--- src/sv/bbpe_pkg.sv ---
`default_nettype none
package bbpe_pkg;

	localparam int unsigned PT_COUNT    = 16;
	localparam int unsigned COMP_COUNT  = 4;
	localparam int unsigned BASIS_STEPS = 12;
	localparam int unsigned MAC_SLOTS   = 5;

	localparam logic [15:0] ONE_Q15 = 16'h8000;

	localparam logic REQ_LOAD = 1'b0;
	localparam logic REQ_EVAL = 1'b1;

	typedef enum logic [2:0] {
		ST_IDLE,
		ST_BASIS,
		ST_PRO,
		ST_MAC,
		ST_DRAIN,
		ST_FIN
	} state_t;

	// multiplier operand selection; the write-back target follows from it
	typedef enum logic [2:0] {
		MUL_UU,
		MUL_PP,
		MUL_UUU,
		MUL_UU3P,
		MUL_PP3U,
		MUL_PPP,
		MUL_CW,
		MUL_MAC
	} mul_op_t;

	typedef struct packed {
		logic       load;
		logic       start;
		logic       mul_en;
		mul_op_t    mul_op;
		logic       sel_t;
		logic [1:0] comp;
		logic       rot_s;
		logic       rot_t;
		logic       rd_en;
		logic [3:0] rd_addr;
		logic       out_load;
	} dp_cmd_t;

	function automatic logic [15:0] clamp_param(input logic [15:0] p);
		return (p > ONE_Q15) ? ONE_Q15 : p;
	endfunction

	// round half up by 2^30, then saturate to signed 32 bits
	function automatic logic signed [31:0] sat_round(input logic signed [63:0] acc);
		logic signed [63:0] sum;
		logic        [33:0] r;
		sum = acc + 64'sd536870912;
		r   = sum[63:30];
		if (!r[33] && (r[32:31] != 2'b00))
			return 32'sh7FFF_FFFF;
		else if (r[33] && (r[32:31] != 2'b11))
			return 32'sh8000_0000;
		else
			return $signed(r[31:0]);
	endfunction

endpackage
`default_nettype wire

--- src/sv/bbpe_ctrl.sv ---
`default_nettype none
module bbpe_ctrl (
	input  logic              clk,
	input  logic              arst_n,
	input  logic              req_valid,
	input  logic              req_type,
	output logic              req_ready,
	output logic              rsp_valid,
	input  logic              rsp_ready,
	output bbpe_pkg::dp_cmd_t cmd
);
	import bbpe_pkg::*;

	localparam logic [3:0] BASIS_LAST = 4'(BASIS_STEPS - 1);
	localparam logic [3:0] BASIS_HALF = 4'(BASIS_STEPS / 2);
	localparam logic [3:0] PT_LAST    = 4'(PT_COUNT - 1);
	localparam logic [2:0] SLOT_LAST  = 3'(MAC_SLOTS - 1);
	localparam logic [2:0] SLOT_CW    = 3'(MAC_SLOTS - 2);

	state_t     state_q, state_d;
	logic [3:0] cnt_q, cnt_d;
	logic [2:0] slot_q, slot_d;
	logic       out_valid_q;
	logic [3:0] nxt_pt;

	assign nxt_pt    = cnt_q + 4'd1;
	assign rsp_valid = out_valid_q;

	always_ff @(posedge clk or negedge arst_n) begin
		if (!arst_n) begin
			state_q     <= ST_IDLE;
			cnt_q       <= '0;
			slot_q      <= '0;
			out_valid_q <= 1'b0;
		end else begin
			state_q <= state_d;
			cnt_q   <= cnt_d;
			slot_q  <= slot_d;
			if (cmd.out_load)
				out_valid_q <= 1'b1;
			else if (rsp_ready)
				out_valid_q <= 1'b0;
		end
	end

	always_comb begin
		state_d   = state_q;
		cnt_d     = cnt_q;
		slot_d    = slot_q;
		req_ready = 1'b0;
		cmd       = '0;
		case (state_q)
			ST_IDLE: begin
				req_ready = 1'b1;
				if (req_valid) begin
					if (req_type == REQ_EVAL) begin
						cmd.start = 1'b1;
						cnt_d     = '0;
						state_d   = ST_BASIS;
					end else begin
						cmd.load = 1'b1;
					end
				end
			end
			ST_BASIS: begin
				// six products per parameter, s first, then t
				cmd.mul_en = 1'b1;
				cmd.sel_t  = (cnt_q >= BASIS_HALF);
				case (cnt_q)
					4'd0, 4'd6:  cmd.mul_op = MUL_UU;
					4'd1, 4'd7:  cmd.mul_op = MUL_PP;
					4'd2, 4'd8:  cmd.mul_op = MUL_UUU;
					4'd3, 4'd9:  cmd.mul_op = MUL_UU3P;
					4'd4, 4'd10: cmd.mul_op = MUL_PP3U;
					default:     cmd.mul_op = MUL_PPP;
				endcase
				if (cnt_q == BASIS_LAST) begin
					slot_d  = '0;
					state_d = ST_PRO;
				end else begin
					cnt_d = cnt_q + 4'd1;
				end
			end
			ST_PRO: begin
				if (slot_q == 3'd0) begin
					cmd.mul_en  = 1'b1;
					cmd.mul_op  = MUL_CW;
					cmd.rot_s   = 1'b1;
					cmd.rd_en   = 1'b1;
					cmd.rd_addr = '0;
					slot_d      = 3'd1;
				end else begin
					slot_d  = '0;
					cnt_d   = '0;
					state_d = ST_MAC;
				end
			end
			ST_MAC: begin
				// slots: comp0, comp1, comp2, next weight, comp3
				if (slot_q == SLOT_CW) begin
					if (cnt_q != PT_LAST) begin
						cmd.mul_en = 1'b1;
						cmd.mul_op = MUL_CW;
						cmd.rot_s  = 1'b1;
						cmd.rot_t  = (nxt_pt[1:0] == 2'd3);
					end
				end else begin
					cmd.mul_en = 1'b1;
					cmd.mul_op = MUL_MAC;
					cmd.comp   = (slot_q == SLOT_LAST) ? 2'd3 : slot_q[1:0];
				end
				if (slot_q == SLOT_LAST) begin
					slot_d = '0;
					if (cnt_q == PT_LAST) begin
						state_d = ST_DRAIN;
					end else begin
						cmd.rd_en   = 1'b1;
						cmd.rd_addr = nxt_pt;
						cnt_d       = nxt_pt;
					end
				end else begin
					slot_d = slot_q + 3'd1;
				end
			end
			ST_DRAIN: begin
				state_d = ST_FIN;
			end
			ST_FIN: begin
				if (!out_valid_q || rsp_ready) begin
					cmd.out_load = 1'b1;
					state_d      = ST_IDLE;
				end
			end
			default: begin
				state_d = ST_IDLE;
			end
		endcase
	end

endmodule
`default_nettype wire

--- config.mk ---
export PLATFORM = sky130hd
export DESIGN_NAME = bbpe_ctrl
export DESIGN_NICKNAME = d
export VERILOG_FILES = /design/src/sv/bbpe_pkg.sv /design/src/sv/bbpe_ctrl.sv
export SDC_FILE = /design/constraint.sdc
export NUM_CORES = 1
export LEC_CHECK = 0
export CAP_MARGIN = 10
export CORE_MARGIN = 2
export CORE_UTILIZATION = 41
export DETAILED_ROUTE_END_ITERATION = 12
export DONT_BUFFER_PORTS = 1
export PLACE_DENSITY = 0.57
export SLEW_MARGIN = 30
export SYNTH_ARGS = -nofsm -noshare
export SYNTH_HDL_FRONTEND = slang
export SYNTH_SLANG_ARGS = --single-unit
--- constraint.sdc ---
create_clock -name clk -period 5.8 [get_ports clk]
set_clock_uncertainty 0.2 [all_clocks]
set_input_delay 0.29 -clock clk [delete_from_list [all_inputs] [get_ports clk]]
set_output_delay 0.29 -clock clk [all_outputs]
set_load 0.01 [all_outputs]
==> results of run 1 <==
-- flip-flops by register name (all words and copies together), names as in the netlist --
name,flops
cnt_q,4
rsp_valid,1
slot_q,3
state_q,3
-- cells in the final DEF (no fill, tap or decap), drive strengths merged, types with 2 or more instances in the layout --
cell	count
a211oi	4
ha	5
nand2	17
clkbuf	4
nor2b	2
inv	9
a311oi	2
nand3	7
and3	2
dfrtp	11
a21oi	5
nor2	7
nand2b	4
o21ai	11
-- per-stage QoR --
stage | cell area [um^2] | hold slack [ps] | worst slack (ps) | power (W)
CTS | 962 | 2.32 | 3220 | 0.000584
global placement | 926 | -205 | 3540 | 0.000528
floorplan | 936 | -206 | 3780 | 0.000469
global route | 962 | 13.7 | 3040 | 0.000646
detailed placement | 926 | -205 | 3520 | 0.000525
finish | 962 | 0.627 | 3210 | 0.000584
-- layout make-up --
class,count,area [um^2]
fillers,226,1230
flip-flops and latches,11,275
clock buffers,4,26.3
inverters,9,33.8
well taps,28,35.0
multi-input cells,91,582
repair buffers,1,10.0
-- layer usage --
metal | vias up | global-route usage, %
met4 | 0 | 10.1
met2 | 36 | 26.3
met3 | 6 | 3.16
li1 | 422 | -
met1 | 416 | 25.6
met5 | - | 0
-- timing repair --
action / in CTS / in global routing
hold endpoints to repair: 11 / 0
gates resized for setup: 0 / 0
hold buffers: 1 / 0
-- cells by family (layout without fill, tap and decap cells) --
group                    count (synthesis)  after routing  share of synthesized area [%]
AND/OR/NAND/NOR                         47             47                           24.7
adder cells (fa/ha/maj)                  5              5                           6.68
AO/OA/AOI/OAI                           35             35                           26.2
XOR/XNOR                                 2              2                           1.87
buffers and inverters                   19             14                           8.42
flip-flops                              11             11                           29.4
multiplexers                             2              2                           2.67
-- report_power, final --
group          leakage, nW  switching [W]  internal, W
logic                0.288       0.000206     0.000144
registers            0.130      0.0000712     0.000107
clock network       0.0150      0.0000286    0.0000267
-- path summary, 6_finish.rpt --
check,to,slack [ps],depth (start not counted)
max,cmd[4],3210,4
min,rsp_valid$_DFFE_PN0P_,0.6,2
max reg2reg,cnt_q[1]$_DFFE_PN0P_,3610,6
min reg2reg,slot_q[0]$_DFFE_PN0P_,350,1
max in group asynchronous,rsp_valid$_DFFE_PN0P_,4830,1
min in group asynchronous,state_q[1]$_DFFE_PN0P_,220,1
==> flow_summary.yaml, run 1 <==
drt:
  wl_met2_um: 898
  first_pass_iters: 4
  final_antenna_net_count: 0
  drc_errors: 0
  routed.top_layer: "met4"
  wl_met3_um: 138
  viasPerCell: 6.11
  drt_iter0_markers: 41
  wl_mm: 2.16
  wl_per_cell_um: 15.0
  wl_met1_mm: 1.07
  vias: 880
clock_tree:
  clock_latency_ps: 270
  clk_path_buf_depth: 2
  path_clk_slew_ps: 80
  clkSinkCount: 11
  cts_setup_buffers: 0
  cts_buffers: 3
  h-tree-depth: 1
  tritoncts: "built"
  cts-root-buf: "clkbuf_4"
synthesis:
  yosysWarnings: 0
  ys_seq_area_share_pct: 29.4
  synth.net_count: 131
  synth_common_cells: "nand2_1, dfrtp_1, o21ai_0"
  syn_area_per_cell_um2: 7.73
  yosysTopAreaCell: "dfrtp_1"
  yosysUniqueCellTypes: 41
  synthArstFlopShare_pct: 100
  synth_edf_count: 0
  synth_flop_cell: "dfrtp_1"
  synth_top_area_share_pct: 29.4
  syn_inst: 121
  syn_area_um2: 936
  synthMostInstantiatedCell: "nand2_1"
  synth_area_leaders: "dfrtp_1, nand2_1, ha_1, o21ai_0, nand3_1"
  ys_ff_latch: 11
worst_setup_path:
  cp-start-kind: "flip-flop"
  reg2reg_from: "slot_q[0]$_DFFE_PN0P_"
  critPathSlowestCell: "dfrtp_1"
  required_ps: 5310
  crit_path_start: "state_q[1]$_DFFE_PN0P_"
  critPathBufInv: 0
  path_cells: "nand2_1 -> or3_1 -> nand2b_1 -> a21oi_1"
  crit_arrival_ps: 2100
  crit_path_max_incr_delay_ps: 780
  path_delay_family: "flip-flops"
  crit_path_max_fanout: 23
  crit_path_end_kind: "output pin"
  critical_path_class: "flip-flop to output pin"
floorplan:
  rows: 17
  pin_count: 24
  die_h_um: 51.8
  dieArea_um2: 2680
  chipWidth_um: 51.8
  initial_core_util_pct: 42.7
  coreArea_um2: 2190
placement:
  port_buffers: 0
  dp_cells: 139
  dp_hpwl_mm: 1.60
  gp_congestion: 0.859
power_and_ir_drop:
  p_leak_nw: 0.433
  ir_drop_mv: 0.246
  p_per_area_nw_per_um2: 607
min_path:
  worstHoldStart: "rsp_ready"
  hold_class: "primary input to flip-flop"
timing:
  fmax_ghz: 0.386
  final-max-slew-violation-count: 0
  rsz0062_at_grt: "no"
  setup_tns_ps: 0
  finalCriticalPeriod_ps: 2590
  worstMarginPinSlew_ps: 672
  slew_headroom_pct: 55.2
  hold_viol_final: 0
  setup_viol_count_final: 0
  finalCritPeriodShare_pct: 44.7
finish:
  drive_gt1_share_pct: 4.31
  area_growth_pct: 2.81
  num_antenna_cells: 0
  num-nets-final: 127
  final_core_util_pct: 43.9
  stdcell_count: 144
global_routing:
  grt_pass1_vias: 812
  gr-usage-all-layers_pct: 18.2
  antenna_found_initial: 0
  grt_max_degree: 24
  overflow: 0
  grt_pass1_wl_mm: 3.66
flow_run:
  cap_violations: 0
run_status:
  status: "completed"
(Power assumes the default switching activity.)
==> run 2: changes to the inputs <==
--- a/config.mk
+++ b/config.mk
@@ -10,7 +10,7 @@
 export CORE_UTILIZATION = 41
 export DETAILED_ROUTE_END_ITERATION = 12
 export DONT_BUFFER_PORTS = 1
-export PLACE_DENSITY = 0.57
+export PLACE_DENSITY = 0.59
 export SLEW_MARGIN = 30
 export SYNTH_ARGS = -nofsm -noshare
 export SYNTH_HDL_FRONTEND = slang
==> constraint.sdc (replaced) <==
create_clock -name clk -period 2.2 [get_ports clk]
set_clock_uncertainty 0.2 [all_clocks]
set_input_delay 0.11 -clock clk [delete_from_list [all_inputs] [get_ports clk]]
set_output_delay 0.11 -clock clk [all_outputs]
set_load 0.01 [all_outputs]
==> run 2 against run 1 <==
  * Register-to-register slack worse by 3500 ps
  * Combinational power rose to 3.1 times the previous value
  * Worst hold slack better by 52 ps
  * Power rose to 2.9 times the previous value
  * Sequential share of layout area down 2.8 points
  * Clock power rose to 2.6 times the previous value
  * Die area unchanged
  * Sequential cell count unchanged
  * Worst setup slack worse by 3200 ps
  * First-iteration DRC count down 44%
  * Wire length up 10%
==> flow_summary.yaml, run 2 (same netlist as run 1, synthesis figures left out) <==
floorplan:
  pin_count: 24
  rows: 17
  dieArea_um2: 2680
  coreArea_um2: 2190
  initial_core_util_pct: 42.7
  chipWidth_um: 51.8
  die_h_um: 51.8
finish:
  stdcell_count: 151
  final_common_cell: "nand2_1"
  num_antenna_cells: 0
  final_core_util_pct: 48.8
  top_regs: "cnt_q: 4 flops, slot_q: 3 flops, state_q: 3 flops"
  layout_common_cells: "nand2_1, o21ai_0, dfrtp_1"
  top_register: "cnt_q"
  area_growth_pct: 14.2
  largest_register_ffs: 4
  num-nets-final: 134
  drive_gt1_share_pct: 17.1
timing:
  finalCritPeriodShare_pct: 98.1
  hold_viol_final: 0
  worstMarginPinSlew_ps: 536
  setup_viol_count_final: 0
  final-max-slew-violation-count: 0
  slew_headroom_pct: 64.1
  fmax_ghz: 0.463
  finalCriticalPeriod_ps: 2160
run_status:
  status: "completed"
drt:
  final_antenna_net_count: 0
  wl_mm: 2.38
  viasPerCell: 5.99
  drt_iter0_markers: 23
  drc_errors: 0
  wl_per_cell_um: 15.8
  vias: 904
  first_pass_iters: 4
placement:
  port_buffers: 0
  dp_hpwl_mm: 1.75
  gp_congestion: 0.836
  dp_cells: 145
clock_tree:
  cts-root-buf: "clkbuf_4"
  clk_path_buf_depth: 2
  cts_buffers: 3
  clock_latency_ps: 270
  h-tree-depth: 1
  path_clk_slew_ps: 80
  clkSinkCount: 11
  tritoncts: "built"
worst_setup_path:
  required_ps: 1890
  crit_arrival_ps: 1850
  cp-start-kind: "flip-flop"
  critical_path_class: "flip-flop to output pin"
  path_cells: "ha_2 -> nand3_1 -> o21ai_0 -> a21oi_2"
  crit_path_max_incr_delay_ps: 520
  crit_path_end_kind: "output pin"
  critPathSlowestCell: "dfrtp_1"
  crit_path_max_fanout: 9
global_routing:
  grt_pass1_wl_mm: 3.77
  gr-usage-all-layers_pct: 19.0
  antenna_found_initial: 0
  grt_pass1_vias: 805
  overflow: 0
  grt_max_degree: 13
power_and_ir_drop:
  p_leak_nw: 0.478
  p_per_area_nw_per_um2: 1570
  p_total_w: 0.00168
  ir_drop_mv: 0.703
flow_run:
  cap_violations: 0
min_path:
  hold_class: "primary input to async pin"
run 2: path summary, 6_finish.rpt:
kind | startpoint | endpoint | slack [ps] | cells past startpoint
worst max-delay path | cnt_q[1]$_DFFE_PN0P_ | cmd[14] | 40 | 4
worst min-delay path | arst_n | slot_q[2]$_DFFE_PN0P_ | 50 | 1
worst max register to register | slot_q[0]$_DFFE_PN0P_ | cnt_q[1]$_DFFE_PN0P_ | 140 | 6
worst min register to register | slot_q[1]$_DFFE_PN0P_ | slot_q[1]$_DFFE_PN0P_ | 340 | 1
max in group asynchronous | arst_n | cnt_q[0]$_DFFE_PN0P_ | 1390 | 1
min in group clk | req_valid | state_q[0]$_DFFE_PN0P_ | 170 | 4
run 2: worst max-delay path, delay by kind of cell, from the launching register on:
kind            cells  cell delay (ps)
flops               1              520
compound gates      2              470
fa+ha+maj           1              340
simple gates        1              250
run 2: area by class of cell:
cell class                      count  area [um^2]
Inverter                            9         33.8
Tap cell                           28         35.0
Sequential cell                    11          275
Multi-Input combinational cell     91          633
Fill cell                         217         1120
Clock buffer                        4         26.3
Timing Repair Buffer                8         65.1
run 2: timing repair:
item                       4_1_cts  5_1_grt
gates resized for setup          8        5
buffers inserted                 0        0
hold endpoints to repair        12        0
setup endpoints to repair        4        9
pin swaps                        0        0
hold buffers                     2        0
gates cloned                     0        0
run 2: metrics by stage:
| step | TNS, ps | setup WS [ps] | hold WS (ps) | cell area, um^2 |
|---|---|---|---|---|
| 2_1_floorplan | 0 | 176 | -386 | 936 |
| 3_3_place_gp | 0 | 115 | -385 | 971 |
| 3_5_place_dp | 0 | 80.4 | -385 | 971 |
| 4_1_cts | 0 | 12.3 | 61.5 | 1050 |
| 5_1_grt | -31.7 | -31.7 | 88.5 | 1070 |
| 6_report | 0 | 41.0 | 52.5 | 1070 |
run 2: layer usage:
layer	global-route usage (%)	vias to the layer above	part of all wire [%]
met2	27.8	52	45
met3	2.30	4	7.1
li1	-	436	-
met1	27.5	412	46
met5	0	-	0
met4	9.21	0	1.6
run 2: power breakdown:
group,total [W],internal [W],switching (W)
Clock,0.000141,0.0000702,0.0000710
Sequential,0.000438,0.000284,0.000155
Combinational,0.00110,0.000471,0.000629
Total,0.00168,0.000824,0.000855
==> run 3: changes to the inputs <==
==> constraint.sdc (replaced) <==
create_clock -name clk -period 1.94 [get_ports clk]
set_clock_uncertainty 0.2 [all_clocks]
set_input_delay 0.097 -clock clk [delete_from_list [all_inputs] [get_ports clk]]
set_output_delay 0.097 -clock clk [all_outputs]
set_load 0.01 [all_outputs]
==> run 3 against run 2 <==
  * The run now ends with negative setup slack left
  * First-iteration DRC count is 13% higher
  * Critical endpoint is now cmd[4]
  * Highest routed layer unchanged
  * Worst hold slack worse by 23 ps
  * Largest power group unchanged
  * Utilization is 7.9 points higher
  * Power up 36%
  * Cell count rose by 11%
  * Count of clock-buffer cells in the layout did not move
  * Die area stayed put
  * Worst setup slack got worse by 120 ps
  * Non-clock buffer count increased by 17
  * Clock power grew 17%
  * Critical path type unchanged
==> flow_summary.yaml, run 3 (same netlist as run 1, synthesis figures left out) <==
placement:
  dp_hpwl_mm: 1.83
  dp_cells: 155
  gp_congestion: 0.947
  port_buffers: 0
  placed_area_um2: 1050
  place_ws_ps: 1.31
floorplan:
  coreArea_um2: 2190
  pin_count: 24
  rows: 17
  die_h_um: 51.8
  chipWidth_um: 51.8
  dieArea_um2: 2680
  initial_core_util_pct: 42.7
worst_setup_path:
  path_cells: "inv_2 -> ha_4 -> nand2_2 -> or3_4 -> nand2b_4 -> a21oi_2 -> buf_4"
  critPathSlowestCell: "dfrtp_1"
  crit_path_end_kind: "output pin"
  crit_path_max_incr_delay_ps: 400
  critPathBufInv: 2
  crit_arrival_ps: 1720
  crit_path_max_fanout: 4
  cp-start-kind: "flip-flop"
  critical_path_class: "flip-flop to output pin"
  required_ps: 1640
  path_delay_family: "simple AND/OR/NAND/NOR gates"
clock_tree:
  cts-root-buf: "clkbuf_4"
  clock_latency_ps: 280
  tritoncts: "built"
  path_clk_slew_ps: 80
  cts_buffers: 3
  h-tree-depth: 1
  clk_path_buf_depth: 2
  clkSinkCount: 11
drt:
  final_antenna_net_count: 0
  drt_iter0_markers: 26
  vias: 991
  first_pass_iters: 4
  viasPerCell: 5.90
  wl_mm: 2.58
  drc_errors: 0
  wl_per_cell_um: 15.4
finish:
  largest_register_ffs: 4
  area_growth_pct: 32.8
  top_regs: "cnt_q: 4 flops, slot_q: 3 flops, state_q: 3 flops"
  num_antenna_cells: 0
  top_register: "cnt_q"
  seqCellArea_um2: 277
  final_area_um2: 1240
  num-nets-final: 151
  final_common_cell: "buf_4"
  layout_common_cells: "buf_4, nand2_1, dfrtp_1"
  multi_input_area_um2: 674
  drive_gt1_share_pct: 33.6
  stdcell_count: 168
  fillCellCount: 194
global_routing:
  overflow: 0
  antenna_found_initial: 0
  grt_pass1_wl_mm: 4.37
  gr-usage-all-layers_pct: 22.0
  grt_pass1_vias: 924
  grt_max_degree: 13
timing:
  hold_viol_final: 0
  finalCritPeriodShare_pct: 104
  slew_headroom_pct: 64.6
  finalCriticalPeriod_ps: 2010
  setup_viol_count_final: 7
  timing.final.ws_setup_ps: -74.3
  final-max-slew-violation-count: 0
  fmax_ghz: 0.496
  rsz0062_at_grt: "yes"
  worstMarginPinSlew_ps: 529
min_path:
  hold_class: "primary input to async pin"
power_and_ir_drop:
  clkPwrFrac_pct: 7.2
  p_sw_w: 0.00109
  p_leak_nw: 0.566
  ir_drop_mv: 0.971
  swShare_pct: 48.0
  seqPwrFrac_pct: 20.6
  p_per_area_nw_per_um2: 1840
  p_int_w: 0.00119
  pwr-share-comb_pct: 72.2
run_status:
  status: "finished, violations left"
  violations: "negative setup slack"
flow_run:
  cap_violations: 0
run 3: cell types whose count changed in the layout (fill, tap and decap cells not counted), sizes merged:
cell / delta
buf: +17
run 3: layout make-up:
class	instances	share of cell area, %
Multi-Input combinational cell	91	54.3
Tap cell	28	2.82
Inverter	9	2.72
Sequential cell	11	22.3
Clock buffer	4	2.11
Timing Repair Buffer	25	15.8
run 3: power by group through the flow:
stage               logic, W  registers [W]  clock network (W)
global placement     0.00133       0.000453                  0
floorplan            0.00101       0.000399                  0
CTS                  0.00154       0.000458           0.000169
finish               0.00165       0.000469           0.000165
global route         0.00181       0.000486           0.000181
detailed placement   0.00134       0.000457                  0
run 3: what timing repair did:
item                                    in CTS  in global routing
pin swaps                                    7                  7
hold buffers                                 2                  0
gates resized for setup                     16                  9
endpoints found under the hold margin       12                  0
setup buffers                                6                  1
endpoints found under the setup margin      11                 16
run 3: stage by stage:
stage	TNS (ps)	util, %	hold slack (ps)	total power [W]
after floorplan	0	-	-399	0.00141
after global placement	0	47.9	-398	0.00178
after detailed placement	0	47.9	-398	0.00180
after CTS	-92.2	55.0	56.6	0.00216
after global routing	-809	56.7	70.4	0.00248
final	-251	56.7	29.4	0.00228
run 3: worst paths after layout:
check / end / start / slack [ps] / cells after the start
worst min register to register: rsp_valid$_DFFE_PN0P_ / rsp_valid$_DFFE_PN0P_ / 370 / 2
max in group asynchronous: state_q[1]$_DFFE_PN0P_ / arst_n / 1130 / 1
worst max register to register: cnt_q[1]$_DFFE_PN0P_ / slot_q[0]$_DFFE_PN0P_ / -60 / 7
min in group clk: cmd[15] / req_valid / 150 / 1
worst min-delay path: slot_q[2]$_DFFE_PN0P_ / arst_n / 30 / 1
worst max-delay path: cmd[4] / slot_q[0]$_DFFE_PN0P_ / -70 / 7
run 3: layer usage:
layer / part of all wire [%] / global-route usage, % / up-vias
li1: - / - / 464
met1: 48 / 31.8 / 486
met2: 46 / 32.9 / 37
met3: 4.3 / 2.59 / 4
met4: 1.6 / 9.65 / 0
met5: 0 / 0 / -
